<file path="src/sv/clt_pkg.sv">
// Package for the compacting list table: sizes, operation and status codes,
// and the per-cell control struct. Used by every module of the block.
`timescale 1ns / 1ps

package clt_pkg;

    localparam int DEPTH       = 64;
    localparam int ELEM_BITS   = 32;
    localparam int IDX_BITS    = 6;
    localparam int CNT_BITS    = 7;
    localparam int GROUP_SIZE  = 8;
    localparam int NUM_GROUPS  = DEPTH / GROUP_SIZE;
    localparam int GSEL_BITS   = 3;

    typedef enum logic [1:0] {
        OP_APPEND = 2'd0,
        OP_REMOVE = 2'd1,
        OP_FIND   = 2'd2,
        OP_UNUSED = 2'd3
    } op_t;

    typedef enum logic [1:0] {
        STAT_OK       = 2'd0,
        STAT_FULL     = 2'd1,
        STAT_RANGE    = 2'd2,
        STAT_NOTFOUND = 2'd3
    } status_t;

    typedef enum logic [1:0] {
        S_IDLE,
        S_MATCH,
        S_GROUP
    } state_t;

    typedef struct packed {
        logic load;   // store the incoming value in this cell
        logic shift;  // take the word of the right-hand neighbor
        logic probe;  // capture a compare result for a find
        logic live;   // this cell holds a valid entry
    } cell_ctrl_t;

endpackage

</file>
<file path="src/sv/compacting_list_table.sv">
// Top level of the compacting list table: control, entry count, the cell chain
// and the find encoder. Depends on clt_pkg, clt_cell and clt_find_tree.
`timescale 1ns / 1ps

// The table keeps an ordered list of up to 64 words of 32 bits in a chain of
// cells, one cell per entry. A command is transferred at a rising edge where
// start is high and busy is low. Append, remove and the unused operation code
// complete at that edge; their result is shown for one cycle, marked by done,
// in the very next cycle, and busy stays low, so one of these commands can be
// issued every cycle. A remove moves every later entry one cell down in that
// same edge, each cell taking the word of its right-hand neighbor. In a find,
// the cells register their compare flags at the transfer edge, then the first
// stage of a two-level first-match encoder registers, and then the result and
// done are registered; busy is high in between. Results cannot be held off:
// done is a one-cycle strobe and the receiver must take status, found_position
// and count in that cycle. count always gives the number of stored entries
// after the reported command. There is no clearing pass after reset: the list
// is empty and can be used at once.
module compacting_list_table
    import clt_pkg::*;
(
    input  logic        clk,
    input  logic        rst_n,
    input  logic        start,
    output logic        busy,
    input  logic [1:0]  operation,
    input  logic [31:0] value,
    input  logic [5:0]  position,
    output logic        done,
    output logic [1:0]  status,
    output logic [5:0]  found_position,
    output logic [6:0]  count
);

    state_t                state_reg;
    state_t                state_next;
    logic [CNT_BITS-1:0]   count_reg;
    logic [CNT_BITS-1:0]   count_next;
    logic                  done_reg;
    logic                  done_next;
    status_t               status_reg;
    status_t               status_next;
    logic [IDX_BITS-1:0]   found_reg;
    logic [IDX_BITS-1:0]   found_next;

    logic                  accept;
    op_t                   op;
    logic [ELEM_BITS-1:0]  elem;
    logic                  append_ok;
    logic                  remove_ok;
    logic                  do_append;
    logic                  do_remove;
    logic                  do_find;

    cell_ctrl_t            ctrl [DEPTH];
    logic [ELEM_BITS-1:0]  cell_data [DEPTH];
    logic [DEPTH-1:0]      match;
    logic                  hit;
    logic [IDX_BITS-1:0]   hit_index;

    assign accept    = start && !busy;
    assign op        = op_t'(operation);
    assign elem      = value[ELEM_BITS-1:0];
    assign append_ok = (count_reg != CNT_BITS'(DEPTH));
    assign remove_ok = ({1'b0, position} < count_reg);
    assign do_append = accept && (op == OP_APPEND) && append_ok;
    assign do_remove = accept && (op == OP_REMOVE) && remove_ok;
    assign do_find   = accept && (op == OP_FIND);

    // Per-cell control: the cell at the current end takes an appended value,
    // cells at and above the removed position take their neighbor's word.
    genvar i;
    generate
        for (i = 0; i < DEPTH; i++)
        begin : g_cell
            assign ctrl[i].load  = do_append && (count_reg == CNT_BITS'(i));
            assign ctrl[i].shift = do_remove && (IDX_BITS'(i) >= position);
            assign ctrl[i].probe = do_find;
            assign ctrl[i].live  = (CNT_BITS'(i) < count_reg);

            if (i == DEPTH - 1)
            begin : g_last
                clt_cell u_cell (
                    .clk        (clk),
                    .rst_n      (rst_n),
                    .ctrl       (ctrl[i]),
                    .value      (elem),
                    .right_data (cell_data[i]),
                    .data       (cell_data[i]),
                    .match      (match[i])
                );
            end
            else
            begin : g_mid
                clt_cell u_cell (
                    .clk        (clk),
                    .rst_n      (rst_n),
                    .ctrl       (ctrl[i]),
                    .value      (elem),
                    .right_data (cell_data[i + 1]),
                    .data       (cell_data[i]),
                    .match      (match[i])
                );
            end
        end
    endgenerate

    clt_find_tree u_find_tree (
        .clk       (clk),
        .rst_n     (rst_n),
        .match     (match),
        .hit       (hit),
        .hit_index (hit_index)
    );

    // Sequencer: append, remove and the unused code report straight away, a find
    // walks through the compare and group stages before it reports.
    always_comb
    begin
        state_next  = state_reg;
        count_next  = count_reg;
        done_next   = 1'b0;
        status_next = status_reg;
        found_next  = found_reg;
        case (state_reg)
            S_IDLE:
            begin
                if (accept)
                begin
                    case (op)
                        OP_APPEND:
                        begin
                            done_next   = 1'b1;
                            found_next  = '0;
                            if (append_ok)
                            begin
                                status_next = STAT_OK;
                                count_next  = count_reg + 1'b1;
                            end
                            else
                            begin
                                status_next = STAT_FULL;
                            end
                        end
                        OP_REMOVE:
                        begin
                            done_next   = 1'b1;
                            found_next  = '0;
                            if (remove_ok)
                            begin
                                status_next = STAT_OK;
                                count_next  = count_reg - 1'b1;
                            end
                            else
                            begin
                                status_next = STAT_RANGE;
                            end
                        end
                        OP_FIND:
                        begin
                            state_next = S_MATCH;
                        end
                        default:
                        begin
                            done_next   = 1'b1;
                            found_next  = '0;
                            status_next = STAT_RANGE;
                        end
                    endcase
                end
            end
            S_MATCH:
            begin
                state_next = S_GROUP;
            end
            S_GROUP:
            begin
                state_next = S_IDLE;
                done_next  = 1'b1;
                if (hit)
                begin
                    status_next = STAT_OK;
                    found_next  = hit_index;
                end
                else
                begin
                    status_next = STAT_NOTFOUND;
                    found_next  = '0;
                end
            end
            default:
            begin
                state_next = S_IDLE;
            end
        endcase
    end

    always_ff @(posedge clk or negedge rst_n)
    begin
        if (!rst_n)
        begin
            state_reg <= S_IDLE;
            count_reg <= '0;
            done_reg  <= 1'b0;
        end
        else
        begin
            state_reg <= state_next;
            count_reg <= count_next;
            done_reg  <= done_next;
        end
    end

    always_ff @(posedge clk)
    begin
        status_reg <= status_next;
        found_reg  <= found_next;
    end

    assign busy           = (state_reg != S_IDLE);
    assign done           = done_reg;
    assign status         = status_reg;
    assign found_position = found_reg;
    assign count          = count_reg;

    // A find reports once it has passed the compare and group stages.
    a_find_latency: assert property (@(posedge clk) disable iff (!rst_n)
        (accept && (op == OP_FIND)) |-> ##2 done_next)
        else $error("find result not produced on time");

    // Every other command reports in the cycle right after its transfer.
    a_quick_latency: assert property (@(posedge clk) disable iff (!rst_n)
        (accept && (op != OP_FIND)) |=> done)
        else $error("single-cycle command result missing");

    // The entry count never exceeds the capacity.
    a_count_range: assert property (@(posedge clk) disable iff (!rst_n)
        count_reg <= CNT_BITS'(DEPTH))
        else $error("entry count above capacity");

    // A full report only comes from a list at capacity.
    a_full_status: assert property (@(posedge clk) disable iff (!rst_n)
        (done && (status_reg == STAT_FULL)) |-> (count_reg == CNT_BITS'(DEPTH)))
        else $error("full reported below capacity");

endmodule

</file>
<file path="src/sv/clt_cell.sv">
// One storage cell of the compacting list table chain.
// Depends on clt_pkg for the element width and the cell control struct.
`timescale 1ns / 1ps

module clt_cell
    import clt_pkg::*;
(
    input  logic                 clk,
    input  logic                 rst_n,
    input  cell_ctrl_t           ctrl,
    input  logic [ELEM_BITS-1:0] value,
    input  logic [ELEM_BITS-1:0] right_data,
    output logic [ELEM_BITS-1:0] data,
    output logic                 match
);

    logic [ELEM_BITS-1:0] data_reg;
    logic [ELEM_BITS-1:0] data_next;
    logic                 match_reg;
    logic                 match_next;

    always_comb
    begin
        data_next = data_reg;
        if (ctrl.load)
        begin
            data_next = value;
        end
        else if (ctrl.shift)
        begin
            data_next = right_data;
        end
        match_next = match_reg;
        if (ctrl.probe)
        begin
            match_next = ctrl.live && (data_reg == value);
        end
    end

    always_ff @(posedge clk)
    begin
        data_reg <= data_next;
    end

    always_ff @(posedge clk or negedge rst_n)
    begin
        if (!rst_n)
        begin
            match_reg <= 1'b0;
        end
        else
        begin
            match_reg <= match_next;
        end
    end

    assign data  = data_reg;
    assign match = match_reg;

endmodule

</file>
<file path="src/sv/clt_find_tree.sv">
// Two-level first-match encoder over the match flags of the cell chain.
// Depends on clt_pkg for depth, group size and index widths.
`timescale 1ns / 1ps

module clt_find_tree
    import clt_pkg::*;
(
    input  logic                clk,
    input  logic                rst_n,
    input  logic [DEPTH-1:0]    match,
    output logic                hit,
    output logic [IDX_BITS-1:0] hit_index
);

    logic [NUM_GROUPS-1:0] grp_any_reg;
    logic [NUM_GROUPS-1:0] grp_any_next;
    logic [GSEL_BITS-1:0]  grp_idx_reg  [NUM_GROUPS];
    logic [GSEL_BITS-1:0]  grp_idx_next [NUM_GROUPS];

    // First stage: lowest set flag inside each group of eight.
    always_comb
    begin
        for (int g = 0; g < NUM_GROUPS; g++)
        begin
            grp_any_next[g] = 1'b0;
            grp_idx_next[g] = '0;
            for (int b = GROUP_SIZE - 1; b >= 0; b--)
            begin
                if (match[g * GROUP_SIZE + b])
                begin
                    grp_any_next[g] = 1'b1;
                    grp_idx_next[g] = GSEL_BITS'(b);
                end
            end
        end
    end

    always_ff @(posedge clk or negedge rst_n)
    begin
        if (!rst_n)
        begin
            grp_any_reg <= '0;
        end
        else
        begin
            grp_any_reg <= grp_any_next;
        end
    end

    always_ff @(posedge clk)
    begin
        for (int g = 0; g < NUM_GROUPS; g++)
        begin
            grp_idx_reg[g] <= grp_idx_next[g];
        end
    end

    // Second stage: lowest group that has a match.
    always_comb
    begin
        hit       = 1'b0;
        hit_index = '0;
        for (int g = NUM_GROUPS - 1; g >= 0; g--)
        begin
            if (grp_any_reg[g])
            begin
                hit       = 1'b1;
                hit_index = {GSEL_BITS'(g), grp_idx_reg[g]};
            end
        end
    end

endmodule

</file>
<file path="config.mk">
export PLATFORM = sky130hd
export DESIGN_NAME = compacting_list_table
export DESIGN_NICKNAME = d
export VERILOG_FILES = /design/src/sv/clt_pkg.sv /design/src/sv/compacting_list_table.sv /design/src/sv/clt_cell.sv /design/src/sv/clt_find_tree.sv
export SDC_FILE = /design/constraint.sdc
export NUM_CORES = 2
export LEC_CHECK = 0
export ABC_AREA = 1
export ABC_CLOCK_PERIOD_IN_PS = 5500
export BUFFER_PORTS_ARGS = -buffer_cell sky130_fd_sc_hd__buf_2
export CAP_MARGIN = 30
export CORE_ASPECT_RATIO = 1.4
export CORE_MARGIN = 2
export CORE_UTILIZATION = 38
export DETAILED_ROUTE_END_ITERATION = 12
export GPL_ROUTABILITY_DRIVEN = 0
export HOLD_SLACK_MARGIN = 0.03
export PLACE_DENSITY_LB_ADDON = 0.05
export REMOVE_ABC_BUFFERS = 1
export SYNTH_ARGS = -nofsm -noshare
export SYNTH_HDL_FRONTEND = slang
export SYNTH_SLANG_ARGS = --single-unit
</file>
<file path="constraint.sdc">
create_clock -name clk -period 5.5 [get_ports clk]
set_input_delay 0 -clock clk [delete_from_list [all_inputs] [get_ports clk]]
set_output_delay 0 -clock clk [all_outputs]
set_load 0.01 [all_outputs]
</file>
==> impl_metrics.tcl <==
set metrics [dict create \
    synth.area.top_cells "edfxtp_1 (52%), nand2_1 (15%), xnor2_1 (9.9%)" \
    cts_inserted_buffers 238 \
    syn_to_final_growth_pct 10.7 \
    cts_tree "done" \
    cts_root_buffer "clkbuf_16" \
    gr-total-overflow 0 \
    hold_viol 0 \
    synth-simple-area-share 0.195 \
    fmax_ghz 0.238 \
    slew_violations 0 \
    cp_max_fo 32 \
    boundaryPins 60 \
    grt_pass1_vias 92300 \
    max_stage_delay_ps 720 \
    violations "design-rule violations" \
    yosysUniqueCellTypes 42 \
    setup_viol 0 \
    period_needed_ps 4200 \
    synth_ff_type "edfxtp_1" \
    drc 3 \
    drt-vias-per-instance 5.41 \
    synth-xor-area-share 0.106 \
    clockBufferDepth 4 \
    synth_edf_count 2056 \
    die_area_um2 319000 \
    dr_wl_met2_um 241000 \
    fin_nets 13400 \
    power_mw 41.2 \
    ir_worst_vdd_mv 0.272 \
    crit_type "reg -> reg" \
    largest_register_ffs 2016 \
    dp_slack_ps 1110 \
    rows 243 \
    highest_layer "met5" \
    avgSynthCellArea_um2 8.77 \
    grt_max_degree 66 \
    p_per_area_nw_per_um2 312 \
    htree_levels 4 \
    drt-pass1-iter-count 10 \
    crit_slowest_cell "dfrtp_1" \
    finalCritPeriodShare 0.763 \
    drive_above_1_share 0.0678 \
    synth-seq-area-share 0.538 \
    required_ps 6050 \
    muxShareOfSynthArea 0 \
    die_h_um 668 \
    synth_top_family_by_area "simple AND/OR/NAND/NOR gates" \
    worst-endpoint-arrival_ps 4750 \
    portBuffers 59 \
    clk_latency_ps 960 \
    cp-start-kind "register" \
    postCtsSetupBuffers 0 \
    start_util 0.382 \
    async_flop_share 0.0379 \
    status "finished, violations left" \
    max_slew.worst_pin.slew_ps 999 \
    dr.first_iter.drc_count 9893 \
    crit_buf_inv 3 \
    final.fill_count 30900 \
    power.static_leakage_nw 52.5 \
    worst_slew_margin_rel 0.329 \
    hold_path_class "in -> reg" \
    antenna_found_initial 37 \
    synth-seq-cells 2162 \
    rsz0062_at_grt "no" \
    yosys_warnings 0 \
    syn-cell-area_um2 120000 \
    timing.hold.ws_ps 136 \
    met3_length_um 33800 \
    setup_slack_ps 1300 \
    crit_chain "inv_1, ha_1, nand4_1, nand2_4, inv_4, nand3_2, o211ai_1, buf_4" \
    tns_ps 0 \
    dpl.hpwl_um 343000 \
    final_util 0.423 \
    die_w_um 478 \
    synth_fa_ha_area_frac 0.00115 \
    core_um2 313000 \
    wl_met1_um 200000 \
    synth_top_area_cell "edfxtp_1" \
    grt_pass1_wl_um 699000 \
    grt_use_total 0.306 \
    cts_sinks 2162 \
    clkTransAtPathRegs_ps 70 \
    fin_worst_skew_ps 79.2 \
    hold_buffers 74 \
    synth_cells 13600 \
    ctsResizeCount 0 \
    path_delay_family "buffers and inverters" \
    ant_nets 0 \
    cp-end-kind "register" \
    vias 95700 \
    routed_wl_um 502000 \
    drv_cap 0 \
    routedWlPerCell_um 28.4 \
    synth_top_area_share 0.517 \
    synth_compound_area_frac 0.0965 \
]
==> per-stage QoR <==
stage / area (µm²) / cells
4_1_cts: 132000 / 17700
3_5_place_dp: 124000 / 17200
2_1_floorplan: 115000 / 12600
5_1_grt: 132000 / 17700
6_report: 132000 / 17700
3_3_place_gp: 124000 / 17200
==> synth_stat cells (6+ instances only) <==
cell type,instances
clkbuf_1,439
nor3_1,38
nor2_2,6
nand4_1,107
nor2_4,10
buf_1,36
o21ai_0,1797
o21ai_1,349
buf_4,21
buf_6,46
edfxtp_1,2056
nor2_1,839
clkbuf_2,8
nand2_2,8
or2_2,37
clkinv_1,10
nor4_1,13
o22ai_1,22
nand3_1,160
dfxtp_1,24
inv_1,741
xor2_1,99
a21oi_1,52
dfrtp_1,82
ha_1,11
nand2_1,4768
o21ai_2,30
xnor2_1,1353
buf_2,423
==> cells by family (layout without fill, tap and decap cells) <==
logic type | count (synthesis) | in the layout
buffers and inverters | 1732 | 1618
AOI/OAI and AO/OA | 2269 | 2269
adders and majority gates | 11 | 11
and+or+nand+nor | 5996 | 5996
DFF | 2162 | 2162
other | 0 | 11
xor gates and xnor gates | 1452 | 1452
==> per-layer routing <==
layer  vias to the layer above  global-route usage
li1                      43700                   -
met1                     47100               0.383
met2                      3845               0.523
met3                      1014              0.0423
met4                         4               0.140
met5                         -                   0
==> final cells by class <==
class,count,area (µm²),area share
Sequential cell,2162,64300,0.486
Multi-Input combinational cell,9728,48200,0.365
Clock buffer,299,6270,0.0474
Tap cell,4165,5210,0.0394
Timing Repair Buffer,439,4160,0.0315
Inverter,757,2940,0.0222
Clock inverter,123,1140,0.00861
Antenna cell,11,27.5,0.000208
==> final timing paths <==
| kind | startpoint | to | slack, ps | cells past startpoint |
|---|---|---|---|---|
| hold / removal | value[8] | g_cell[63].g_last.u_cell.data[8] | 140 | 2 |
| hold reg to reg | g_cell[48].g_mid.u_cell.match | u_find_tree.grp_idx_reg[1][6] | 460 | 1 |
| max in group asynchronous | rst_n | u_find_tree.grp_any_reg[4] | 4430 | 4 |
| min in group asynchronous | rst_n | g_cell[37].g_mid.u_cell.match | 170 | 4 |
| setup / recovery | count[1] | g_cell[62].g_mid.u_cell.data[24] | 1300 | 8 |
| setup reg to reg | count[1] | g_cell[62].g_mid.u_cell.data[24] | 1300 | 8 |
==> placed cells by master, fill, tap and decap left out, types with 17 or more instances in the layout <==
master         instances
buf_4                256
o21ai_0             1771
o21ai_2               42
buf_2                 26
clkinv_1              43
edfxtp_1            2056
dlygate4sd3_1         74
nand2_2               40
o22ai_1               22
buf_12                45
a21oi_1               52
nor2_1               837
buf_6                 34
o21ai_1              347
nand3_2               17
clkinv_2              45
dfxtp_1               24
nand3_1              141
xor2_1                99
dfrtp_1               82
inv_4                 26
clkbuf_16            239
nand2_1             4736
inv_1                719
nand4_1              107
xnor2_1             1353
bufinv_16             19
or2_2                 38
clkbuf_1              53
nor3_1                38
==> where the power goes <==
part           leakage [nW]  switching, mW  total [mW]  internal [mW]
clock                  3.64           7.09        16.0           8.90
combinational          28.9           4.46        6.01           1.54
sequential             19.9          0.560        19.2           18.7
total                  52.5           12.1        41.2           29.1
Note: power is estimated with default switching activity, not from simulation.
